[src/sv/rlerf_pkg.sv]
package rlerf_pkg;

  localparam int unsigned COORD_BITS_DEF = 16;
  localparam int unsigned CNT_W          = 9;
  localparam int unsigned HEIGHT_W       = 9;
  localparam int unsigned COLOR_W        = 24;
  localparam int unsigned APB_DATA_W     = 32;
  localparam int unsigned ADDR_W         = 4;

  typedef enum logic [1:0] {
    REG_RECT_X       = 2'd0,
    REG_RECT_Y       = 2'd1,
    REG_RECT_WIDTH   = 2'd2,
    REG_FRAME_HEIGHT = 2'd3
  } reg_idx_e;

  typedef enum logic [2:0] {
    ST_IDLE,
    ST_HEAD,
    ST_DIV,
    ST_BODY,
    ST_TAIL
  } seq_state_e;

endpackage

[src/sv/rlerf_cfg.sv]
module rlerf_cfg #(
  parameter int unsigned COORD_BITS = rlerf_pkg::COORD_BITS_DEF
) (
  input  logic                                clk_i,
  input  logic                                rst_ni,
  input  logic                                psel,
  input  logic                                penable,
  input  logic                                pwrite,
  input  logic [rlerf_pkg::ADDR_W-1:0]        paddr,
  input  logic [rlerf_pkg::APB_DATA_W-1:0]    pwdata,
  output logic [rlerf_pkg::APB_DATA_W-1:0]    prdata,
  output logic                                pready,
  output logic [COORD_BITS-1:0]               rect_x_o,
  output logic [COORD_BITS-1:0]               rect_y_o,
  output logic [COORD_BITS-1:0]               rect_width_o,
  output logic [COORD_BITS-1:0]               frame_height_o
);
  import rlerf_pkg::*;

  localparam int unsigned PadW = APB_DATA_W - COORD_BITS;

  reg_idx_e              idx;
  logic                  wr_en;
  logic [COORD_BITS-1:0] rect_x_q, rect_y_q, rect_width_q, frame_height_q;

  assign idx    = reg_idx_e'(paddr[ADDR_W-1:2]);
  assign wr_en  = psel && penable && pwrite;
  assign pready = 1'b1;

  always_ff @(posedge clk_i or negedge rst_ni) begin
    if (!rst_ni) begin
      rect_x_q       <= '0;
      rect_y_q       <= '0;
      rect_width_q   <= COORD_BITS'(1);
      frame_height_q <= COORD_BITS'(1);
    end else if (wr_en) begin
      case (idx)
        REG_RECT_X:       rect_x_q       <= pwdata[COORD_BITS-1:0];
        REG_RECT_Y:       rect_y_q       <= pwdata[COORD_BITS-1:0];
        REG_RECT_WIDTH:   rect_width_q   <= pwdata[COORD_BITS-1:0];
        REG_FRAME_HEIGHT: frame_height_q <= pwdata[COORD_BITS-1:0];
        default: ;
      endcase
    end
  end

  always_comb begin
    case (idx)
      REG_RECT_X:       prdata = {{PadW{1'b0}}, rect_x_q};
      REG_RECT_Y:       prdata = {{PadW{1'b0}}, rect_y_q};
      REG_RECT_WIDTH:   prdata = {{PadW{1'b0}}, rect_width_q};
      REG_FRAME_HEIGHT: prdata = {{PadW{1'b0}}, frame_height_q};
      default:          prdata = '0;
    endcase
  end

  assign rect_x_o       = rect_x_q;
  assign rect_y_o       = rect_y_q;
  assign rect_width_o   = rect_width_q;
  assign frame_height_o = frame_height_q;

endmodule

[src/sv/rlerf_div.sv]
module rlerf_div #(
  parameter int unsigned COORD_BITS = rlerf_pkg::COORD_BITS_DEF
) (
  input  logic                         clk_i,
  input  logic                         rst_ni,
  input  logic                         start_i,
  input  logic [rlerf_pkg::CNT_W-1:0]  dividend_i,
  input  logic [COORD_BITS-1:0]        divisor_i,
  output logic                         done_o,
  output logic [rlerf_pkg::CNT_W-1:0]  quot_o,
  output logic [rlerf_pkg::CNT_W-1:0]  rem_o
);
  import rlerf_pkg::*;

  localparam int unsigned AccW  = COORD_BITS + 1;
  localparam int unsigned PartW = COORD_BITS + 2;
  localparam int unsigned StepW = $clog2(CNT_W);

  logic                  busy_q, done_q;
  logic [StepW-1:0]      step_q;
  logic [CNT_W-1:0]      dq_q;
  logic [AccW-1:0]       acc_q, acc_d;
  logic [COORD_BITS-1:0] dvs_q;
  logic [PartW-1:0]      partial, dvs_ext, diff;
  logic                  ge;

  // one restoring compare-subtract step per cycle
  assign partial = {acc_q, dq_q[CNT_W-1]};
  assign dvs_ext = PartW'(dvs_q);
  assign ge      = partial >= dvs_ext;
  assign diff    = partial - dvs_ext;
  assign acc_d   = ge ? diff[AccW-1:0] : partial[AccW-1:0];

  always_ff @(posedge clk_i or negedge rst_ni) begin
    if (!rst_ni) begin
      busy_q <= 1'b0;
      done_q <= 1'b0;
      step_q <= '0;
    end else if (start_i) begin
      busy_q <= 1'b1;
      done_q <= 1'b0;
      step_q <= StepW'(CNT_W - 1);
    end else if (busy_q) begin
      if (step_q == '0) begin
        busy_q <= 1'b0;
        done_q <= 1'b1;
      end else begin
        step_q <= step_q - StepW'(1);
      end
    end else begin
      done_q <= 1'b0;
    end
  end

  always_ff @(posedge clk_i) begin
    if (start_i) begin
      dq_q  <= dividend_i;
      acc_q <= '0;
      dvs_q <= divisor_i;
    end else if (busy_q) begin
      dq_q  <= {dq_q[CNT_W-2:0], ge};
      acc_q <= acc_d;
    end
  end

  assign done_o = done_q;
  assign quot_o = dq_q;
  assign rem_o  = acc_q[CNT_W-1:0];

endmodule

[src/sv/rlerf_seq.sv]
module rlerf_seq #(
  parameter int unsigned COORD_BITS = rlerf_pkg::COORD_BITS_DEF
) (
  input  logic                            clk_i,
  input  logic                            rst_ni,
  input  logic                            in_valid_i,
  output logic                            in_ready_o,
  input  logic                            new_rect_i,
  input  logic [rlerf_pkg::COLOR_W-1:0]   pixel_color_i,
  input  logic [7:0]                      run_count_i,
  input  logic [COORD_BITS-1:0]           rect_x_i,
  input  logic [COORD_BITS-1:0]           rect_y_i,
  input  logic [COORD_BITS-1:0]           rect_width_i,
  input  logic [COORD_BITS-1:0]           frame_height_i,
  output logic                            div_start_o,
  output logic [rlerf_pkg::CNT_W-1:0]     div_dividend_o,
  output logic [COORD_BITS-1:0]           div_divisor_o,
  input  logic                            div_done_i,
  input  logic [rlerf_pkg::CNT_W-1:0]     div_quot_i,
  input  logic [rlerf_pkg::CNT_W-1:0]     div_rem_i,
  output logic                            fill_valid_o,
  input  logic                            fill_ready_i,
  output logic [COORD_BITS:0]             fill_x_o,
  output logic [COORD_BITS-1:0]           fill_y_o,
  output logic [COORD_BITS-1:0]           fill_width_o,
  output logic [rlerf_pkg::HEIGHT_W-1:0]  fill_height_o,
  output logic [rlerf_pkg::COLOR_W-1:0]   fill_color_o,
  output logic                            last_of_run_o,
  output logic                            reached_bottom_o
);
  import rlerf_pkg::*;

  localparam int unsigned CW = COORD_BITS;
  localparam int unsigned WW = COORD_BITS + 1;

  seq_state_e state_q, state_d;

  logic [CW-1:0]       col_q, col_d, row_q, row_d;
  logic                stopped_q, stopped_d;
  logic [CNT_W-1:0]    n_q, n_d;
  logic [COLOR_W-1:0]  color_q;

  logic                out_valid_q;
  logic [WW-1:0]       fx_q, fx_d;
  logic [CW-1:0]       fy_q, fy_d, fw_q, fw_d;
  logic [HEIGHT_W-1:0] fh_q, fh_d;
  logic                flast_q, flast_d, fbot_q, fbot_d;
  logic                emit;

  logic [CW-1:0]       rw, space, take, free_rows;
  logic [WW-1:0]       n_w, n_after_w, row_plus, q_w, row_sum, row_free_sum, painted;
  logic [CNT_W-1:0]    n_after;
  logic                take_all, has_next, head_bot, head_last;
  logic                body_fit, body_any, slot_free, accept;

  assign accept    = in_valid_i && (state_q == ST_IDLE);
  assign slot_free = !out_valid_q || fill_ready_i;

  assign rw        = (rect_width_i == '0) ? CW'(1) : rect_width_i;
  assign n_w       = WW'(n_q);
  assign space     = (col_q < rw) ? (rw - col_q) : CW'(1);
  assign take_all  = n_w >= {1'b0, space};
  assign take      = take_all ? space : n_w[CW-1:0];
  assign n_after_w = n_w - {1'b0, take};
  assign n_after   = n_after_w[CNT_W-1:0];
  assign row_plus  = {1'b0, row_q} + WW'(1);
  assign has_next  = row_plus < {1'b0, frame_height_i};
  assign head_bot  = take_all && !has_next;
  assign head_last = !take_all || head_bot || (n_after == '0);

  assign free_rows    = has_next ? (frame_height_i - CW'(1) - row_q) : '0;
  assign q_w          = WW'(div_quot_i);
  assign body_any     = div_quot_i != '0;
  assign body_fit     = q_w <= {1'b0, free_rows};
  assign row_sum      = {1'b0, row_q} + q_w;
  assign row_free_sum = {1'b0, row_q} + {1'b0, free_rows};
  assign painted      = {1'b0, free_rows} + WW'(1);

  // next state
  always_comb begin
    state_d = state_q;
    case (state_q)
      ST_IDLE: begin
        if (in_valid_i) state_d = ST_HEAD;
      end
      ST_HEAD: begin
        if (stopped_q) begin
          state_d = ST_IDLE;
        end else if (col_q == '0) begin
          state_d = ST_DIV;
        end else if (slot_free) begin
          state_d = head_last ? ST_IDLE : ST_DIV;
        end
      end
      ST_DIV: begin
        if (div_done_i) state_d = ST_BODY;
      end
      ST_BODY: begin
        if (!body_any) begin
          state_d = ST_TAIL;
        end else if (slot_free) begin
          state_d = (!body_fit || div_rem_i == '0) ? ST_IDLE : ST_TAIL;
        end
      end
      ST_TAIL: begin
        if (slot_free) state_d = ST_IDLE;
      end
      default: state_d = ST_IDLE;
    endcase
  end

  // datapath and fill word
  always_comb begin
    col_d       = col_q;
    row_d       = row_q;
    stopped_d   = stopped_q;
    n_d         = n_q;
    emit        = 1'b0;
    div_start_o = 1'b0;
    fx_d        = {1'b0, rect_x_i};
    fy_d        = row_q;
    fw_d        = rw;
    fh_d        = HEIGHT_W'(1);
    flast_d     = 1'b1;
    fbot_d      = 1'b0;
    case (state_q)
      ST_IDLE: begin
        if (accept) begin
          n_d = CNT_W'(run_count_i) + CNT_W'(1);
          if (new_rect_i) begin
            col_d     = '0;
            row_d     = rect_y_i;
            stopped_d = 1'b0;
          end
        end
      end
      ST_HEAD: begin
        if (!stopped_q) begin
          if (col_q == '0) begin
            div_start_o = 1'b1;
          end else if (slot_free) begin
            emit    = 1'b1;
            fx_d    = {1'b0, rect_x_i} + {1'b0, col_q};
            fw_d    = take;
            flast_d = head_last;
            fbot_d  = head_bot;
            n_d     = n_after;
            if (take_all) begin
              col_d = '0;
              if (has_next) row_d = row_plus[CW-1:0];
              else stopped_d = 1'b1;
            end else begin
              col_d = col_q + take;
            end
            if (!head_last) div_start_o = 1'b1;
          end
        end
      end
      ST_BODY: begin
        if (body_any && slot_free) begin
          emit = 1'b1;
          if (body_fit) begin
            fh_d    = div_quot_i;
            row_d   = row_sum[CW-1:0];
            n_d     = div_rem_i;
            flast_d = div_rem_i == '0;
          end else begin
            fh_d      = painted[HEIGHT_W-1:0];
            row_d     = row_free_sum[CW-1:0];
            col_d     = '0;
            stopped_d = 1'b1;
            fbot_d    = 1'b1;
          end
        end
      end
      ST_TAIL: begin
        if (slot_free) begin
          emit  = 1'b1;
          fw_d  = n_w[CW-1:0];
          col_d = n_w[CW-1:0];
        end
      end
      default: ;
    endcase
  end

  assign div_dividend_o = (col_q == '0) ? n_q : n_after;
  assign div_divisor_o  = rw;
  assign in_ready_o     = state_q == ST_IDLE;

  always_ff @(posedge clk_i or negedge rst_ni) begin
    if (!rst_ni) begin
      state_q     <= ST_IDLE;
      col_q       <= '0;
      row_q       <= '0;
      stopped_q   <= 1'b0;
      out_valid_q <= 1'b0;
    end else begin
      state_q   <= state_d;
      col_q     <= col_d;
      row_q     <= row_d;
      stopped_q <= stopped_d;
      if (emit) out_valid_q <= 1'b1;
      else if (fill_ready_i) out_valid_q <= 1'b0;
    end
  end

  always_ff @(posedge clk_i) begin
    n_q <= n_d;
    if (accept) color_q <= pixel_color_i;
    if (emit) begin
      fx_q    <= fx_d;
      fy_q    <= fy_d;
      fw_q    <= fw_d;
      fh_q    <= fh_d;
      flast_q <= flast_d;
      fbot_q  <= fbot_d;
    end
  end

  // color only changes on accept, which never happens while a fill is still being built
  logic [COLOR_W-1:0] fcolor_q;
  always_ff @(posedge clk_i) begin
    if (emit) fcolor_q <= color_q;
  end

  assign fill_valid_o     = out_valid_q;
  assign fill_x_o         = fx_q;
  assign fill_y_o         = fy_q;
  assign fill_width_o     = fw_q;
  assign fill_height_o    = fh_q;
  assign fill_color_o     = fcolor_q;
  assign last_of_run_o    = flast_q;
  assign reached_bottom_o = fbot_q;

endmodule

[src/sv/rle_rect_fill_writer.sv]
// channel   direction  handshake                  word
// in        input      in_valid_i / in_ready_o    new_rect, pixel_color, run_count
// fill      output     fill_valid_o / fill_ready_i fill_x/y/width/height/color, flags
// cfg       input      psel, penable, pwrite      rect_x, rect_y, rect_width, frame_height
//
// once painting has stopped a word goes from ST_HEAD straight back to idle; otherwise
// the 9-step restoring divider splits the run into whole rows, unless the head fill ends it
// the output register lets a new word in while the last fill waits to be taken
// a stall on the fill side holds the sequencer at its next fill
// reset clears position, stop flag, output valid, rect_x and rect_y; rect_width and frame_height reset to 1
module rle_rect_fill_writer #(
  parameter int unsigned COORD_BITS = rlerf_pkg::COORD_BITS_DEF
) (
  input  logic                              clk_i,
  input  logic                              rst_ni,
  input  logic                              in_valid_i,
  output logic                              in_ready_o,
  input  logic                              new_rect_i,
  input  logic [rlerf_pkg::COLOR_W-1:0]     pixel_color_i,
  input  logic [7:0]                        run_count_i,
  output logic                              fill_valid_o,
  input  logic                              fill_ready_i,
  output logic [COORD_BITS:0]               fill_x_o,
  output logic [COORD_BITS-1:0]             fill_y_o,
  output logic [COORD_BITS-1:0]             fill_width_o,
  output logic [rlerf_pkg::HEIGHT_W-1:0]    fill_height_o,
  output logic [rlerf_pkg::COLOR_W-1:0]     fill_color_o,
  output logic                              last_of_run_o,
  output logic                              reached_bottom_o,
  input  logic                              psel,
  input  logic                              penable,
  input  logic                              pwrite,
  input  logic [rlerf_pkg::ADDR_W-1:0]      paddr,
  input  logic [rlerf_pkg::APB_DATA_W-1:0]  pwdata,
  output logic [rlerf_pkg::APB_DATA_W-1:0]  prdata,
  output logic                              pready
);
  import rlerf_pkg::*;

  logic [COORD_BITS-1:0] rect_x, rect_y, rect_width, frame_height;
  logic                  div_start, div_done;
  logic [CNT_W-1:0]      div_dividend, div_quot, div_rem;
  logic [COORD_BITS-1:0] div_divisor;

  rlerf_cfg #(.COORD_BITS(COORD_BITS)) u_cfg (
    .clk_i          (clk_i),
    .rst_ni         (rst_ni),
    .psel           (psel),
    .penable        (penable),
    .pwrite         (pwrite),
    .paddr          (paddr),
    .pwdata         (pwdata),
    .prdata         (prdata),
    .pready         (pready),
    .rect_x_o       (rect_x),
    .rect_y_o       (rect_y),
    .rect_width_o   (rect_width),
    .frame_height_o (frame_height)
  );

  rlerf_div #(.COORD_BITS(COORD_BITS)) u_div (
    .clk_i      (clk_i),
    .rst_ni     (rst_ni),
    .start_i    (div_start),
    .dividend_i (div_dividend),
    .divisor_i  (div_divisor),
    .done_o     (div_done),
    .quot_o     (div_quot),
    .rem_o      (div_rem)
  );

  rlerf_seq #(.COORD_BITS(COORD_BITS)) u_seq (
    .clk_i            (clk_i),
    .rst_ni           (rst_ni),
    .in_valid_i       (in_valid_i),
    .in_ready_o       (in_ready_o),
    .new_rect_i       (new_rect_i),
    .pixel_color_i    (pixel_color_i),
    .run_count_i      (run_count_i),
    .rect_x_i         (rect_x),
    .rect_y_i         (rect_y),
    .rect_width_i     (rect_width),
    .frame_height_i   (frame_height),
    .div_start_o      (div_start),
    .div_dividend_o   (div_dividend),
    .div_divisor_o    (div_divisor),
    .div_done_i       (div_done),
    .div_quot_i       (div_quot),
    .div_rem_i        (div_rem),
    .fill_valid_o     (fill_valid_o),
    .fill_ready_i     (fill_ready_i),
    .fill_x_o         (fill_x_o),
    .fill_y_o         (fill_y_o),
    .fill_width_o     (fill_width_o),
    .fill_height_o    (fill_height_o),
    .fill_color_o     (fill_color_o),
    .last_of_run_o    (last_of_run_o),
    .reached_bottom_o (reached_bottom_o)
  );

endmodule

[config.mk]
export PLATFORM = sky130hd
export DESIGN_NAME = rle_rect_fill_writer
export DESIGN_NICKNAME = d
export VERILOG_FILES = /design/src/sv/rlerf_pkg.sv /design/src/sv/rlerf_cfg.sv /design/src/sv/rlerf_div.sv /design/src/sv/rlerf_seq.sv /design/src/sv/rle_rect_fill_writer.sv
export SDC_FILE = /design/constraint.sdc
export NUM_CORES = 1
export LEC_CHECK = 0
export ABC_AREA = 1
export BUFFER_PORTS_ARGS = -buffer_cell sky130_fd_sc_hd__buf_2
export CAP_MARGIN = 30
export CORE_UTILIZATION = 30
export DETAILED_ROUTE_END_ITERATION = 12
export SYNTH_ARGS = -nofsm -noshare
export SYNTH_HDL_FRONTEND = slang
export SYNTH_SLANG_ARGS = --single-unit
export TNS_END_PERCENT = 5
[constraint.sdc]
create_clock -name clk_i -period 9.3 [get_ports clk_i]
set_input_delay 0.93 -clock clk_i [delete_from_list [all_inputs] [get_ports clk_i]]
set_output_delay 0.93 -clock clk_i [all_outputs]
set_load 0.005 [all_outputs]
==> results.txt <==
Hold buffers post-CTS: 0
Top_reg_cell synth: edfxtp_1
Sink Count: 266
GPL Wtd Cong: 0.912
Pwr dens: 425 nW/um^2
DP Wirelength: 43,600 um
Max incr delay on CP: 0.59 ns
Detail Route Antenna Nets: 0
Syn Area/Cell: 7.78 um^2
Clk buf depth: 3
Worst hold slack: 0.382 ns
Slowest stage cell, crit path: inv_1
Slew HR: 29.0%
Htree depth: 1
Synth Cell Area: 18,500 um^2
Layout cells sized above 1: 11.8%
Post-CTS Resized: 0
Starting Density: 30.5%
Final Hold Fails: 0
Starting DRC count in detailed routing: 1,282
Total grt overflow: 0
TNS Setup: 0 ns
ANT cells: 0
First-pass GRT wire length: 86,800 um
Worst VDD drop: 0.000174 V
Synth async-reset ratio: 40.2%
Row cnt: 90
Die area: 62,500 um^2
Cell taking the most area after synthesis: edfxtp_1
Clock transition at path regs: 0.07 ns
Vias per cell: 4.89
Yosys top cell area share: 23.1%
Input/output buffers: 159
Final worst path period share: 88.5%
Total track usage: 17.6%
RSZ-0062 raised after global routing: false
Largest net degree at the start of global routing: 56
Status: completed
Slew @ Worst Pin: 1.06 ns
Root buf cell: clkbuf_16
Sequential cell area fraction in the yosys report: 39.5%
Crit path arrival time: 8.46 ns
CTS tree: yes
Area contributors post-synth: edfxtp_1 (23%), dfrtp_1 (14%), nand2_1 (13%)
Die width: 250 um
Max-Cap Viols: 0
DR WL/cell: 16.9 um
Fmax: 0.122 GHz
Latest clock arrival within the worst-skew pair: 0.59 ns
Seq cells post-synth: 266
Number of distinct library cells after synthesis: 59
Post-route minimum period: 8.23 ns
Setup Skew: 0.0270 ns
Vias post-DR: 16,257
Num CTS Buffers: 30
Final setup viols: 0
Crit end category: flip-flop
Hold Path Class: primary input to asynchronous set/reset pin
Layout Area Growth over Synthesis: 14.4%
Antenna violations before repair: 0
Post-synthesis instance total: 2,373
Startpoint Class: flip-flop
DRT Pass-1 Iters: 6
WP data required: 9.53 ns
Post-CTS Setup Bufs: 0
Yosys Warn Count: 0
CP max FO: 34
Nets: 2,741
Leak Pwr: 0.0101 uW
Core area: 60,600 um^2
Number of synthesized flops with an enable pin: 142
Height of the die: 250 um
DRC Markers: 0
Vias in the first global route: 15,105
CP Class: flip-flop to flip-flop
Slew Viols, Final: 0
Crit-path most repeated cell: nand2_1
I/O Pins: 195
Post-Route WL: 56,100 um
state kept, by name (all words and copies together), names as in the netlist, 17 cells and up:
register and count:
u_div.acc_q 17, u_seq.color_q 24, u_seq.fill_color_o 24, u_seq.fill_x_o 17
routing by layer:
layer | share of wire [%] | vias up | track usage [%]
met4 | 3.5 | 0 | 6.31
li1 | - | 8190 | -
met5 | 0 | - | 0
met2 | 44 | 467 | 28.1
met1 | 47 | 7511 | 24.3
met3 | 6.1 | 89 | 2.46
path summary, 6_finish.rpt:
path | cells past startpoint | from | endpoint | slack, ns
min in group clk_i | 0 | u_seq.color_q[22] | u_seq.fill_color_o[22] | 0.42
hold / removal | 1 | rst_ni | u_div.step_q[1] | 0.38
max in group asynchronous | 2 | rst_ni | u_cfg.rect_x_o[13] | 7.63
setup / recovery | 53 | u_cfg.rect_width_o[14] | u_div.dvs_q[2] | 1.07
setup reg to reg | 53 | u_cfg.rect_width_o[14] | u_div.dvs_q[2] | 1.07
hold reg to reg | 0 | u_seq.color_q[22] | u_seq.fill_color_o[22] | 0.42
cells by family (layout without fill, tap and decap cells):
logic type | Yosys count | in the layout | share of synthesized area, %
buffers and inverters | 437 | 579 | 9.72
adder cells (fa/ha/maj) | 147 | 147 | 10.2
AND/OR/NAND/NOR | 974 | 974 | 22.3
flip-flops | 266 | 266 | 39.5
AO/OA/AOI/OAI | 477 | 477 | 14.9
other | 2 | 29 | 0.0407
XOR/XNOR | 70 | 70 | 3.32
report_power, final:
part           switching [uW]  internal (uW)  total, uW  leakage (uW)
sequential                367           1870       2240       0.00285
combinational            3610           1840       5440       0.00670
clock                     523            777       1300      0.000534
cells in the final DEF, fill, tap and decap left out, types with 38 or more instances in the layout:
cell type  Yosys  final
buf_2          6    158
nand4_1       38     38
o21ai_0      205    205
ha_1         140    140
inv_1        327    327
xor2_1        48     48
nor2_1       123    121
edfxtp_1     142    142
nand2_1      636    636
dfrtp_1      105    105
nand3_1       94     94
a21oi_1      145    145
synthesized netlist by cell type, types with 4 or more instances:
master,instances
o32ai_1,7
clkbuf_1,61
o21bai_1,12
nand3b_1,6
fa_1,7
buf_6,6
o2111ai_1,23
o22ai_1,4
nand2_1,636
nor3_1,18
inv_1,327
a21oi_1,145
dfrtp_1,105
o21ai_1,8
clkinv_1,4
nor4_1,15
o21ai_0,205
buf_4,24
nand4_1,38
nand3_1,94
nand2_2,9
nor2_2,6
ha_1,140
buf_2,6
edfxtp_1,142
a21o_1,5
nor2_1,123
xor2_1,48
xnor2_1,22
or2_2,16
o21ai_2,9
o211ai_1,18
inv_2,7
a221oi_1,4
dfxtp_1,17
a31oi_1,7
o31ai_1,5
o221ai_1,7
a41oi_1,4
layout make-up:
| class | count | area (um^2) |
|---|---|---|
| Clock buffer | 39 | 868 |
| Inverter | 338 | 1270 |
| Tap cell | 782 | 978 |
| Fill cell | 6381 | 39500 |
| Multi-Input combinational cell | 1697 | 9510 |
| Clock inverter | 17 | 225 |
| Sequential cell | 266 | 7280 |
| Timing Repair Buffer | 185 | 993 |
critical path, delay by kind of cell, from the launching register on:
family / cells / cell delay (ns)
adder cells (fa/ha/maj): 5 / 1.46
AND/OR/NAND/NOR: 34 / 3.52
flip-flops: 1 / 0.55
buffers and inverters: 9 / 1.53
AO/OA/AOI/OAI: 5 / 0.78
per-stage QoR:
step	power, uW	worst slack, ns	util, %	cells	area (um^2)
2_1_floorplan	6120	2.73	-	2400	18600
3_3_place_gp	7620	1.13	33.1	3267	20000
3_5_place_dp	7630	1.08	33.1	3268	20000
4_1_cts	8990	1.10	34.9	3324	21100
5_1_grt	9830	0.244	34.9	3324	21100
6_report	8980	1.07	34.9	3324	21100
Power figures use the tool's default switching activity.
